===== config.mk =====
export PLATFORM = sky130hd
export DESIGN_NAME = sliding_window_min_max_average
export DESIGN_NICKNAME = d
export VERILOG_FILES = /design/src/rtl/swmma_pkg.sv /design/src/rtl/swmma_ram.sv /design/src/rtl/sliding_window_min_max_average.sv
export SDC_FILE = /design/constraint.sdc
export NUM_CORES = 1
export LEC_CHECK = 0
export BUFFER_PORTS_ARGS = -buffer_cell sky130_fd_sc_hd__buf_2
export CAP_MARGIN = 20
export CORE_ASPECT_RATIO = 0.9
export CORE_MARGIN = 3
export CORE_UTILIZATION = 60
export CTS_BUF_LIST = sky130_fd_sc_hd__clkbuf_4 sky130_fd_sc_hd__clkbuf_8
export CTS_CLUSTER_DIAMETER = 150
export CTS_CLUSTER_SIZE = 30
export DETAILED_ROUTE_END_ITERATION = 6
export GPL_TIMING_DRIVEN = 0
export PLACE_DENSITY = 0.87
export SETUP_SLACK_MARGIN = 0.4
export SLEW_MARGIN = 10
export SYNTH_ARGS = -nofsm -noshare
export SYNTH_HDL_FRONTEND = slang
export SYNTH_SLANG_ARGS = --single-unit

===== constraint.sdc =====
create_clock -name clock -period 5.8 [get_ports clock]
set_input_delay 0.87 -clock clock [delete_from_list [all_inputs] [get_ports clock]]
set_output_delay 0.87 -clock clock [all_outputs]
set_load 0.02 [all_outputs]

===== src/rtl/swmma_pkg.sv =====
// Package for the sliding window min / max / mean block.
// Holds the register map constants and the fixed register field widths.
// Depends on nothing.
package swmma_pkg;

   localparam int CSR_DATA_BITS = 32;
   localparam int CSR_ADDR_BITS = 3;
   localparam int AVG_REG_BITS  = 6;

   localparam logic [AVG_REG_BITS-1:0] AVG_COUNT_RESET = AVG_REG_BITS'(50);

   localparam logic [CSR_ADDR_BITS-3:0] REG_AVG_COUNT = '0;

endpackage


===== src/rtl/swmma_ram.sv =====
// Generic single-port-write, single-port-read RAM with a registered read.
// Used for the sample history. Depends on nothing.
module swmma_ram #(
   parameter int WIDTH = 16,
   parameter int DEPTH = 50,
   localparam int ADDR_BITS = (DEPTH > 1) ? $clog2(DEPTH) : 1
) (
   input  logic                 clock,
   input  logic                 wr_en,
   input  logic [ADDR_BITS-1:0] wr_addr,
   input  logic [WIDTH-1:0]     wr_data,
   input  logic [ADDR_BITS-1:0] rd_addr,
   output logic [WIDTH-1:0]     rd_data
);

   logic [WIDTH-1:0] mem_ff [DEPTH];
   logic [WIDTH-1:0] rd_data_ff;

   always_ff @(posedge clock) begin
      if (wr_en) begin
         mem_ff[wr_addr] <= wr_data;
      end
      rd_data_ff <= mem_ff[rd_addr];
   end

   assign rd_data = rd_data_ff;

endmodule


===== src/rtl/sliding_window_min_max_average.sv =====
// Sliding window min / max / mean over the newest WINDOW samples.
// Depends on swmma_pkg and swmma_ram.
//
// Usage:
// A sample enters on the req_ channel when req_valid is high and req_stall is
// low. The block then raises req_stall until the result has moved into the
// output register, so one request is processed at a time.
// Each request pushes the sample into a circular history held in one RAM and
// returns one result on the rsp_ channel: the window maximum floored at zero,
// the window minimum capped at zero, and the mean of the newest avg_count
// samples, truncated toward zero. An avg_count of zero is taken as one, and
// one above WINDOW as WINDOW. The work of a request is a scan of the history
// through the single RAM read port, one entry per cycle, followed by a
// restoring divide that produces one quotient bit per cycle. The result then
// moves into the output register when that is free; rsp_valid rises and
// req_stall falls in the same cycle, so the next request can be taken.
// If the receiver stalls, the result waits in the output register while the
// next request is accepted and processed; that request then waits at its end
// until the output register is free.
// Reset clears the fill count, so every history entry reads as zero until it
// is written; no clearing pass is needed. avg_count resets to 50 and is
// written through the csr_ port at byte address 0.
module sliding_window_min_max_average #(
   parameter int WINDOW      = 50,
   parameter int SAMPLE_BITS = 16
) (
   input  logic                                 clock,
   input  logic                                 reset,
   input  logic                                 req_valid,
   output logic                                 req_stall,
   input  logic signed [SAMPLE_BITS-1:0]        req_sample,
   output logic                                 rsp_valid,
   input  logic                                 rsp_stall,
   output logic [SAMPLE_BITS-2:0]               rsp_window_max,
   output logic signed [SAMPLE_BITS-1:0]        rsp_window_min,
   output logic signed [SAMPLE_BITS-1:0]        rsp_window_mean,
   input  logic                                 csr_psel,
   input  logic                                 csr_penable,
   input  logic                                 csr_pwrite,
   input  logic [swmma_pkg::CSR_ADDR_BITS-1:0]  csr_paddr,
   input  logic [swmma_pkg::CSR_DATA_BITS-1:0]  csr_pwdata,
   output logic [swmma_pkg::CSR_DATA_BITS-1:0]  csr_prdata,
   output logic                                 csr_pready
);

   import swmma_pkg::*;

   localparam int ADDR_BITS = (WINDOW > 1) ? $clog2(WINDOW) : 1;
   localparam int AGE_BITS  = $clog2(WINDOW + 1);
   localparam int SUM_BITS  = SAMPLE_BITS + AGE_BITS;
   localparam int DCNT_BITS = $clog2(SUM_BITS);

   localparam logic [ADDR_BITS-1:0] LAST_ADDR  = ADDR_BITS'(WINDOW - 1);
   localparam logic [AGE_BITS-1:0]  WINDOW_AGE = AGE_BITS'(WINDOW);
   localparam logic [AGE_BITS-1:0]  LAST_AGE   = AGE_BITS'(WINDOW - 1);
   localparam logic [DCNT_BITS-1:0] LAST_STEP  = DCNT_BITS'(SUM_BITS - 1);

   typedef enum logic [2:0] {
      ST_IDLE,
      ST_SCAN,
      ST_PREP,
      ST_DIVIDE,
      ST_DONE
   } state_type;

   state_type                    state_ff;
   logic [AVG_REG_BITS-1:0]      avg_count_ff;
   logic [ADDR_BITS-1:0]         wp_ff;
   logic [ADDR_BITS-1:0]         rd_addr_ff;
   logic [AGE_BITS-1:0]          fill_ff;
   logic [AGE_BITS-1:0]          count_ff;
   logic [AGE_BITS-1:0]          issue_age_ff;
   logic [AGE_BITS-1:0]          data_age_ff;
   logic                         data_vld_ff;
   logic signed [SAMPLE_BITS-1:0] hi_ff;
   logic signed [SAMPLE_BITS-1:0] lo_ff;
   logic signed [SUM_BITS-1:0]   sum_ff;
   logic [SUM_BITS-1:0]          dvd_ff;
   logic [AGE_BITS-1:0]          rem_ff;
   logic                         neg_ff;
   logic [DCNT_BITS-1:0]         step_ff;
   logic                         rsp_valid_ff;
   logic [SAMPLE_BITS-2:0]       max_ff;
   logic signed [SAMPLE_BITS-1:0] min_ff;
   logic signed [SAMPLE_BITS-1:0] mean_ff;

   logic                         req_accept;
   logic                         csr_write;
   logic [AGE_BITS-1:0]          count_in;
   logic [SAMPLE_BITS-1:0]       ram_rd_data;
   logic signed [SAMPLE_BITS-1:0] entry;
   logic signed [SUM_BITS-1:0]   sum_in;
   logic [AGE_BITS:0]            rem_shift;
   logic [AGE_BITS:0]            rem_diff;
   logic                         quot_bit;
   logic [AGE_BITS-1:0]          rem_in;
   logic [SUM_BITS-1:0]          dvd_in;
   logic [SUM_BITS-1:0]          sum_mag;
   logic [SAMPLE_BITS-1:0]       quot_low;
   logic signed [SAMPLE_BITS-1:0] mean_in;
   logic                         out_free;

   assign req_stall  = (state_ff != ST_IDLE);
   assign req_accept = req_valid && !req_stall;
   assign out_free   = !rsp_valid_ff || !rsp_stall;

   assign csr_pready = 1'b1;
   assign csr_write  = csr_psel && csr_penable && csr_pwrite && csr_pready &&
                       (csr_paddr[CSR_ADDR_BITS-1:2] == REG_AVG_COUNT);
   assign csr_prdata = (csr_paddr[CSR_ADDR_BITS-1:2] == REG_AVG_COUNT) ?
                       CSR_DATA_BITS'(avg_count_ff) : '0;

   always_comb begin
      if (avg_count_ff == '0) begin
         count_in = AGE_BITS'(1);
      end else if (32'(avg_count_ff) > 32'(WINDOW)) begin
         count_in = WINDOW_AGE;
      end else begin
         count_in = AGE_BITS'(avg_count_ff);
      end
   end

   swmma_ram #(
      .WIDTH (SAMPLE_BITS),
      .DEPTH (WINDOW)
   ) u_history (
      .clock   (clock),
      .wr_en   (req_accept),
      .wr_addr (wp_ff),
      .wr_data (req_sample),
      .rd_addr (rd_addr_ff),
      .rd_data (ram_rd_data)
   );

   // Entries beyond the fill count have never been written and read as zero.
   assign entry  = (data_age_ff < fill_ff) ? $signed(ram_rd_data) : '0;
   assign sum_in = (data_age_ff < count_ff) ? (sum_ff + SUM_BITS'(entry)) : sum_ff;

   assign rem_shift = {rem_ff, dvd_ff[SUM_BITS-1]};
   assign rem_diff  = rem_shift - {1'b0, count_ff};
   assign quot_bit  = (rem_shift >= {1'b0, count_ff});
   assign rem_in    = quot_bit ? rem_diff[AGE_BITS-1:0] : rem_shift[AGE_BITS-1:0];
   assign dvd_in    = {dvd_ff[SUM_BITS-2:0], quot_bit};

   assign sum_mag  = sum_ff[SUM_BITS-1] ? (SUM_BITS'(0) - $unsigned(sum_ff))
                                        : $unsigned(sum_ff);
   assign quot_low = dvd_ff[SAMPLE_BITS-1:0];
   assign mean_in  = neg_ff ? $signed(SAMPLE_BITS'(0) - quot_low) : $signed(quot_low);

   always_ff @(posedge clock) begin
      if (reset) begin
         state_ff     <= ST_IDLE;
         avg_count_ff <= AVG_COUNT_RESET;
         wp_ff        <= '0;
         fill_ff      <= '0;
         data_vld_ff  <= 1'b0;
         rsp_valid_ff <= 1'b0;
      end else begin
         if (csr_write) begin
            avg_count_ff <= csr_pwdata[AVG_REG_BITS-1:0];
         end
         if (rsp_valid_ff && !rsp_stall) begin
            rsp_valid_ff <= 1'b0;
         end
         data_vld_ff <= 1'b0;
         unique case (state_ff)
            ST_IDLE: begin
               if (req_accept) begin
                  state_ff     <= ST_SCAN;
                  rd_addr_ff   <= wp_ff;
                  wp_ff        <= (wp_ff == LAST_ADDR) ? '0 : wp_ff + 1'b1;
                  if (fill_ff != WINDOW_AGE) begin
                     fill_ff <= fill_ff + 1'b1;
                  end
                  count_ff     <= count_in;
                  issue_age_ff <= '0;
                  hi_ff        <= '0;
                  lo_ff        <= '0;
                  sum_ff       <= '0;
               end
            end
            ST_SCAN: begin
               if (issue_age_ff != WINDOW_AGE) begin
                  data_vld_ff  <= 1'b1;
                  data_age_ff  <= issue_age_ff;
                  issue_age_ff <= issue_age_ff + 1'b1;
                  rd_addr_ff   <= (rd_addr_ff == '0) ? LAST_ADDR : rd_addr_ff - 1'b1;
               end
               if (data_vld_ff) begin
                  if (entry > hi_ff) begin
                     hi_ff <= entry;
                  end
                  if (entry < lo_ff) begin
                     lo_ff <= entry;
                  end
                  sum_ff <= sum_in;
                  if (data_age_ff == LAST_AGE) begin
                     state_ff <= ST_PREP;
                  end
               end
            end
            ST_PREP: begin
               state_ff <= ST_DIVIDE;
               neg_ff   <= sum_ff[SUM_BITS-1];
               dvd_ff   <= sum_mag;
               rem_ff   <= '0;
               step_ff  <= '0;
            end
            ST_DIVIDE: begin
               dvd_ff  <= dvd_in;
               rem_ff  <= rem_in;
               step_ff <= step_ff + 1'b1;
               if (step_ff == LAST_STEP) begin
                  state_ff <= ST_DONE;
               end
            end
            ST_DONE: begin
               if (out_free) begin
                  state_ff     <= ST_IDLE;
                  rsp_valid_ff <= 1'b1;
                  max_ff       <= hi_ff[SAMPLE_BITS-2:0];
                  min_ff       <= lo_ff;
                  mean_ff      <= mean_in;
               end
            end
            default: begin
               state_ff <= ST_IDLE;
            end
         endcase
      end
   end

   assign rsp_valid       = rsp_valid_ff;
   assign rsp_window_max  = max_ff;
   assign rsp_window_min  = min_ff;
   assign rsp_window_mean = mean_ff;

   // The remainder of the restoring divide always stays below the divisor.
   assert property (@(posedge clock) disable iff (reset)
      (state_ff == ST_DIVIDE) |-> (rem_ff < count_ff))
      else $error("divide remainder not below divisor");

   // The mean divisor is never zero and never exceeds the window.
   assert property (@(posedge clock) disable iff (reset)
      (state_ff != ST_IDLE) |-> (count_ff != '0 && count_ff <= WINDOW_AGE))
      else $error("mean divisor out of range");

   // The fill count saturates at the window length.
   assert property (@(posedge clock) disable iff (reset)
      fill_ff <= WINDOW_AGE)
      else $error("fill count beyond window");

   // A new result is only loaded at the end of a divide.
   assert property (@(posedge clock) disable iff (reset)
      $rose(rsp_valid_ff) |-> $past(state_ff == ST_DONE))
      else $error("result appeared outside the final state");

   // An accepted request always starts a scan in the next cycle.
   assert property (@(posedge clock) disable iff (reset)
      req_accept |=> (state_ff == ST_SCAN && issue_age_ff == '0))
      else $error("accepted request did not start a scan");

endmodule

==> impl_results.md, run 1 <==
- Outcome: finished clean
- Portion of netlist area occupied by mux cells: 13.45%
- CP max stage delay: 0.49 ns
- Max VDD drop: 0.2942 mV
- Max Freq: 0.2091 GHz
- Detailed Place HPWL: 70.36 mm
- TritonRoute pass-1 iters: 5
- P_sw: 0.003220 W
- Leakage: 14.66 nW
- Post-Synth XOR/XNOR Area: 1.421%
- CP endpoint kind: flip-flop
- Power Dens Cells: 286.7 mW/mm^2
- Synth cell count leaders: edfxtp_1, mux4_2, nor2_1
- Cells on Worst Hold Path: 3
- Fin crit share: 82.44%
- Largest cells by area after synthesis: edfxtp_1, mux4_2, ha_1
- Synth Instances: 2,293
- Yosys top cell area share: 69.72%
- Tmin final: 4.781 ns
- Netlist Area Pre-Place: 0.04131 sq mm
- Top-count cell post-synth: edfxtp_1
- Synth area leader: edfxtp_1
- Global Route Usage Sum: 28.06%
- Final setup fails: 0
- Vias in the first global route: 22,520
- Root buffer cell: clkbuf_8
- Worst EP arrival: 5.24 ns
- 1st-iter DRT viols: 3,027
- EDFF count, synth: 959
- Detail Route Antenna Nets: 0
- Net Sw Frac: 25.16%
- Synth Area in Compound Gates: 4.095%
- Max_cap viols: 0
- Yosys warns: 0
- Levels on crit path: 14
- Ys flop type: edfxtp_1
- CP max FO: 11
- WL final: 100.2 mm
- Via Count: 22,530
- Post_cts resized: 0
- Largest family of logic cells by synthesized area: multiplexers
- Asr flop ratio synth: 0%
- Die width: 282.6 um
- First-pass GRT wire length: 145.7 mm
- WL/cell: 29.45 um
- Clock power share: 21.6%
- Area post-placement: 0.04388 sq mm
- Post-CTS Setup Bufs: 0
- Sequential share of power: 63.5%
- DRC: 0
- Critical path's slowest cell: nor3_1
- Core ar.: 0.06756 sq mm
- Slew Limit Fails: 0
- Worst skew pair latency: 0.77 ns
- Layout cell share with drive strength beyond 1: 22.94%
- CP cell instances: ha_1 > nand2_1 > o21ai_0 > a21o_1 > buf_1 > nor2_1 > ha_1 > nand3_1 > nor3_1 > nand2_1 > a31oi_1 > o41ai_1 > a31oi_2 > buf_8
- CP delay by family, top: compound AO/OA/AOI/OAI gates
- Slew headroom: 21.45%
- GPL Wtd Cong: 0.9433
- Reg2Reg Depth: 14
- CTS H-tree depth: 2
- Count of state elements after synthesis: 998
- Grt total ovfl: 0
- Post-synth cell types: 69
- Unrepaired setup endpoints after global routing: false
- Area growth syn-to-layout: 8.048%
- Sequential share of the synthesized area: 71.61%
- Simple-Gate Fraction of Synth Area: 4.568%
- Area of the die: 0.07203 sq mm
- Worst clock skew: 0.1001 ns
- Maximum buffer depth of the clock tree: 3
- Post-CTS Hold Buffers: 0
- Initial Util: 61.14%
- CTS Sinks: 998
- Largest net degree at the start of global routing: 51
- Comb pwr share: 14.8%
- Via density: 6.625
- Total CTS buffers: 39
- Min Hold Slack: 0.4071 ns
- Internal power: 0.009575 W
- Port Buffers: 84
- Reg clk slew, reported paths: 0.16 ns
- Worst hold path class: in -> reg
- Initial antenna violation count: 1
- Buffers & Inverters on Critical Path: 2
- CP startpoint kind: flip-flop
- CTS tree: built
- Core Rows: 90
- Setup slack, reg-to-reg: 1.02 ns
- Setup CP Type: reg -> reg
- Worst-Margin Slew: 1.163 ns
- Hold Vio Cnt, Final: 0
- Ports: 140
- Fin area: 0.04463 sq mm
- Avg Inst Size Synth: 18.01 sq um
- Required @ worst endpoint: 6.26 ns
- Synth Area in Adders: 2.520%
- Die height: 254.9 um
- Net count, final: 2,641
registers in the layout, summed over array words and instances (netlist names), 15 cells and up:
| name | flops |
|---|---|
| dvd_ff | 22 |
| hi_ff | 16 |
| lo_ff | 16 |
| rsp_window_max | 15 |
| rsp_window_mean | 16 |
| rsp_window_min | 16 |
| sum_ff | 22 |
| u_history.mem_ff | 800 |
| u_history.rd_data | 16 |
path summary, 6_finish.rpt:
check / from / to
setup / recovery: data_age_ff[2] / lo_ff[7]
hold / removal: csr_pwdata[5] / avg_count_ff[5]
setup reg to reg: data_age_ff[2] / lo_ff[7]
hold reg to reg: lo_ff[6] / rsp_window_min[6]
power groups by stage:
stage          clock network [W]  registers (W)  logic, W
2_1_floorplan                  0        0.00826   0.00122
3_3_place_gp                   0        0.00828   0.00175
3_5_place_dp                   0        0.00829   0.00186
4_1_cts                  0.00279        0.00812   0.00187
5_1_grt                  0.00301        0.00814   0.00201
6_report                 0.00277        0.00813   0.00190
cell usage in the layout (no fill, tap or decap), drive strengths merged, types with 15 or more instances in the layout:
master  netlist  final
a211oi       29     29
a21oi        62     62
buf          78    220
clkbuf       44    103
conb          2     27
dfxtp        39     39
edfxtp      959    959
ha           80     80
inv          78     80
mux2         15     15
mux2i        34     34
mux4        224    224
nand2        86     86
nand2b       25     25
nand3        18     18
nor2        166    166
nor2b        24     24
nor3         18     18
o21ai        85     85
xnor2        49     49
xor2         18     18
routing by layer:
| metal | wire length (um) | GRT usage (%) | share of wire (%) | vias up |
|---|---|---|---|---|
| met5 | 13 | 0 | 0.013 | - |
| met4 | 5092 | 11.89 | 5.1 | 2 |
| met3 | 11260 | 5.874 | 11 | 274 |
| met2 | 48410 | 45.66 | 48 | 1487 |
| met1 | 35400 | 37.57 | 35 | 11380 |
| li1 | - | - | - | 9392 |
worst reg2reg max path: cells and delay by family, from the launching register on:
family                   cells  cell delay (ns)
AND/OR/NAND/NOR              5             1.01
buffers and inverters        2             0.64
AO/OA/AOI/OAI                5             1.73
flip-flops                   1             0.47
adder cells (fa/ha/maj)      2             0.67
layout make-up:
cell class              count  area, sq um
diodes                      3        7.507
plain buffers             122        663.1
clock buffers              59        686.9
clock inverters             5        60.06
fillers                  4284        22930
inverters                  79        296.5
multi-input cells        1119        11020
flip-flops and latches    998        29580
well taps                 874         1094
repair buffers            142         1222
kinds of logic (layout without fill, tap and decap cells):
family / Yosys count / after routing
DFF: 998 / 998
and+or+nand+nor: 400 / 400
AOI/OAI and AO/OA: 270 / 270
adders and majority gates: 82 / 82
other: 2 / 30
buffers and inverters: 201 / 407
muxes: 273 / 273
xor gates and xnor gates: 67 / 67
per-stage QoR:
stage	power (W)	worst slack, ns	std cells	setup TNS (ns)	utilization [%]
after global placement	0.01004	-0.4217	3276	-19.52	63.51
after global routing	0.01316	0.8765	3398	0	66.04
after floorplan	0.009471	0.7131	2318	0	-
after CTS	0.01279	1.092	3398	0	66.04
final	0.01280	1.019	3401	0	66.06
after detailed placement	0.01015	1.135	3334	0	64.94
No activity file was read; power rests on OpenSTA's default activity.
==> inputs of run 2 (changes only) <==
ABC_AREA = 1   (was not set)
clock period = 4.4 ns   (was 5.8 ns; I/O delays follow)
==> impl_results.md, run 2 <==
- TritonRoute pass-1 iters: 7 (was 5)
- Asr flop ratio synth: 0% (unchanged)
- Detailed Place HPWL: 84.10 mm (was 70.36 mm)
- Min Hold Slack: 0.1449 ns (was 0.4071 ns)
- Violated checks: DRC
- Via Count: 29,540 (was 22,530)
- Via density: 6.628 (was 6.625)
- Worst skew pair latency: 0.73 ns (was 0.77 ns)
- Grt total ovfl: 0 (unchanged)
- Largest registers: u_history.mem_ff (800), dvd_ff (22), sum_ff (22) (unchanged)
- Layout Cells excl Fill: 4,457 (was 3,401)
- Initial antenna violation count: 4 (was 1)
- Sequential share of the synthesized area: 70.44% (was 71.61%)
- CTS H-tree depth: 2 (unchanged)
- Worst EP arrival: 4.18 ns (was 5.24 ns)
- Hold Vio Cnt, Final: 0 (unchanged)
- Simple-Gate Fraction of Synth Area: 8.609% (was 4.568%)
- Avg Inst Size Synth: 12.71 sq um (was 18.01 sq um)
- First-pass GRT wire length: 175.0 mm (was 145.7 mm)
- WL/cell: 27.23 um (was 29.45 um)
- Post-synth cell types: 57 (was 69)
- Area post-placement: 0.04462 sq mm (was 0.04388 sq mm)
- Slew Limit Fails: 0 (unchanged)
- Outcome: finished, violations left (was finished clean)
- Ys flop type: edfxtp_1 (unchanged)
- Global Route Usage Sum: 32.34% (was 28.06%)
- DRC: 7 (was 0)
- Area of the die: 0.07320 sq mm (was 0.07203 sq mm)
- GPL Wtd Cong: 1.052 (was 0.9433)
- Netlist Area Pre-Place: 0.04199 sq mm (was 0.04131 sq mm)
- Reg area: 0.02958 sq mm (unchanged)
- Commonest non-fill, non-tap cell in the layout: edfxtp_1 (unchanged)
- Initial Util: 60.96% (was 61.14%)
- Max Freq: 0.2681 GHz (was 0.2091 GHz)
- Root buffer cell: clkbuf_8 (unchanged)
- Largest family of logic cells by synthesized area: compound AO/OA/AOI/OAI gates (was multiplexers)
- Reg clk slew, reported paths: 0.18 ns (was 0.16 ns)
- Area occupied by multi-input gates: 0.01086 sq mm (was 0.01102 sq mm)
- Top-count cell post-synth: edfxtp_1 (unchanged)
- Max FFs per register: 800 (unchanged)
- 1st-iter DRT viols: 5,646 (was 3,027)
- Reg with most FFs: u_history.mem_ff (unchanged)
- Die height: 257.0 um (was 254.9 um)
- Worst hold path class: in -> reg (unchanged)
- Portion of netlist area occupied by mux cells: 0.9774% (was 13.45%)
- Max_cap viols: 0 (unchanged)
- EDFF count, synth: 959 (unchanged)
- Post-Synth XOR/XNOR Area: 0.8135% (was 1.421%)
- Final antenna diode count: 0 (was 3)
- TNS Setup: 0 ns (unchanged)
- Unrepaired setup endpoints after global routing: false (unchanged)
- Count of state elements after synthesis: 998 (unchanged)
- Ports: 140 (unchanged)
- Final setup fails: 0 (unchanged)
- Synth Instances: 3,304 (was 2,293)
- Max VDD drop: 0.3902 mV (was 0.2942 mV)
- Synth Area in Adders: 2.479% (was 2.520%)
- Maximum buffer depth of the clock tree: 3 (unchanged)
- WL final: 121.3 mm (was 100.2 mm)
- Synth area leader: edfxtp_1 (unchanged)
- Core ar.: 0.06888 sq mm (was 0.06756 sq mm)
- CP startpoint kind: flip-flop (unchanged)
- Yosys top cell area share: 68.58% (was 69.72%)
- Net count, final: 3,654 (was 2,641)
- CP max FO: 10 (was 11)
- Leakage: 15.39 nW (was 14.66 nW)
- Yosys warns: 0 (unchanged)
- Fin crit share: 84.78% (was 82.44%)
- Required @ worst endpoint: 4.85 ns (was 6.26 ns)
- Highest-count cells in the layout ignoring fill and taps: edfxtp_1, nor2_1, o21ai_0, nand2_1, inv_1 (was edfxtp_1, mux4_2, nor2_1, buf_2, nand2_1)
- Core Rows: 91 (was 90)
- Setup CP Type: reg -> reg (unchanged)
- Largest net degree at the start of global routing: 51 (unchanged)
- Fill count: 4,726 (was 4,284)
- Largest cells by area after synthesis: edfxtp_1, o21ai_0, nor2_1 (was edfxtp_1, mux4_2, ha_1)
- Inst Count DP: 4,398 (was 3,334)
- Die width: 284.9 um (was 282.6 um)
- CP endpoint kind: flip-flop (unchanged)
- Tmin final: 3.730 ns (was 4.781 ns)
- Synth cell count leaders: edfxtp_1, nor2_1, o21ai_0 (was edfxtp_1, mux4_2, nor2_1)
- CTS Sinks: 998 (unchanged)
- Synth Area in Compound Gates: 12.35% (was 4.095%)
- Total CTS buffers: 39 (unchanged)
- Area growth syn-to-layout: 8.153% (was 8.048%)
- Layout cell share with drive strength beyond 1: 11.31% (was 22.94%)
- Port Buffers: 84 (unchanged)
- Worst clock skew: 0.05524 ns (was 0.1001 ns)
- CTS tree: built (unchanged)
- Detail Route Antenna Nets: 0 (unchanged)
- Worst-Margin Slew: 1.180 ns (was 1.163 ns)
- Slew headroom: 21.34% (was 21.45%)
- Power Dens Cells: 497.8 mW/mm^2 (was 286.7 mW/mm^2)
- Fin area: 0.04541 sq mm (was 0.04463 sq mm)
- Vias in the first global route: 27,680 (was 22,520)
run 2: cell types whose count changed in the layout (fill, tap and decap cells not counted), sizes merged, moves of 89 or more:
cell | before | now
mux4 | 224 | 0
nor2 | 166 | 505
o22ai | 4 | 106
o21ai | 85 | 463
o221ai | 2 | 91
nand2 | 86 | 208
inv | 80 | 173
run 2: critical path, cell delays in order, from the launching register on:
cell and delay (ns):
dfxtp_1 0.41, inv_1 0.09, ha_1 0.32, nand2_1 0.06, nand2_1 0.06, a21oi_2 0.21, nand2_2 0.16, clkbuf_2 0.23
nor2_1 0.34, ha_1 0.32, a21oi_1 0.13, nand3b_1 0.12, a21oi_1 0.07, nor3_1 0.18, nand2_1 0.09, o21ai_0 0.15
o41ai_1 0.12, a21oi_2 0.21, buf_4 0.19
run 2: metrics by stage:
step	setup WS, ns	power, W	utilization (%)
after global routing	0.4127	0.02325	65.93
after global placement	-0.4675	0.01844	63.40
final	0.6696	0.02261	65.93
after floorplan	0.5921	0.01580	-
after CTS	0.4206	0.02213	65.77
after detailed placement	0.2120	0.01875	64.78
run 2: cell type report:
type | instances | share of cell area (%)
flip-flops and latches | 998 | 65.13
clock inverters | 3 | 0.1047
well taps | 930 | 2.562
plain buffers | 214 | 2.554
inverters | 174 | 1.449
multi-input cells | 1943 | 23.92
clock buffers | 51 | 1.380
repair buffers | 144 | 2.898
run 2: path summary, 6_finish.rpt:
kind            startpoint              end  slack, ns  cells after the start
min reg2reg     fill_ff[5]       fill_ff[5]       0.46                      1
max reg2reg     fill_ff[3]         hi_ff[2]       0.67                     18
max             fill_ff[3]         hi_ff[2]       0.67                     18
min          csr_pwdata[1]  avg_count_ff[1]       0.14                      3
run 2: routing by layer:
metal	part of all wire [%]	vias to the layer above	track usage [%]
li1	-	12520	-
met1	34	13930	42.78
met2	44	2548	49.38
met3	15	545	8.742
met4	6.7	6	17.30
met5	0.030	-	0
run 2: what timing repair did:
action | in CTS | in global routing
gates resized for setup | 1 | 7
setup endpoints to repair | 16 | 39
hold buffers | 0 | 0
buffers inserted | 1 | 0
pin swaps | 1 | 0
run 2: report_power, final:
| part | internal [W] | leakage (nW) | switching [W] |
|---|---|---|---|
| Combinational | 0.00210 | 6.04 | 0.00562 |
| Sequential | 0.0110 | 8.99 | 0.000280 |
| Clock | 0.000951 | 0.356 | 0.00266 |
run 2: logic make-up (layout without fill, tap and decap cells):
kind of cell	Yosys count	after routing
fa+ha+maj	82	82
simple gates	875	875
mux	41	41
xor+xnor	39	39
compound gates	879	879
buf+inv	388	586
flops	998	998
other cells	2	27
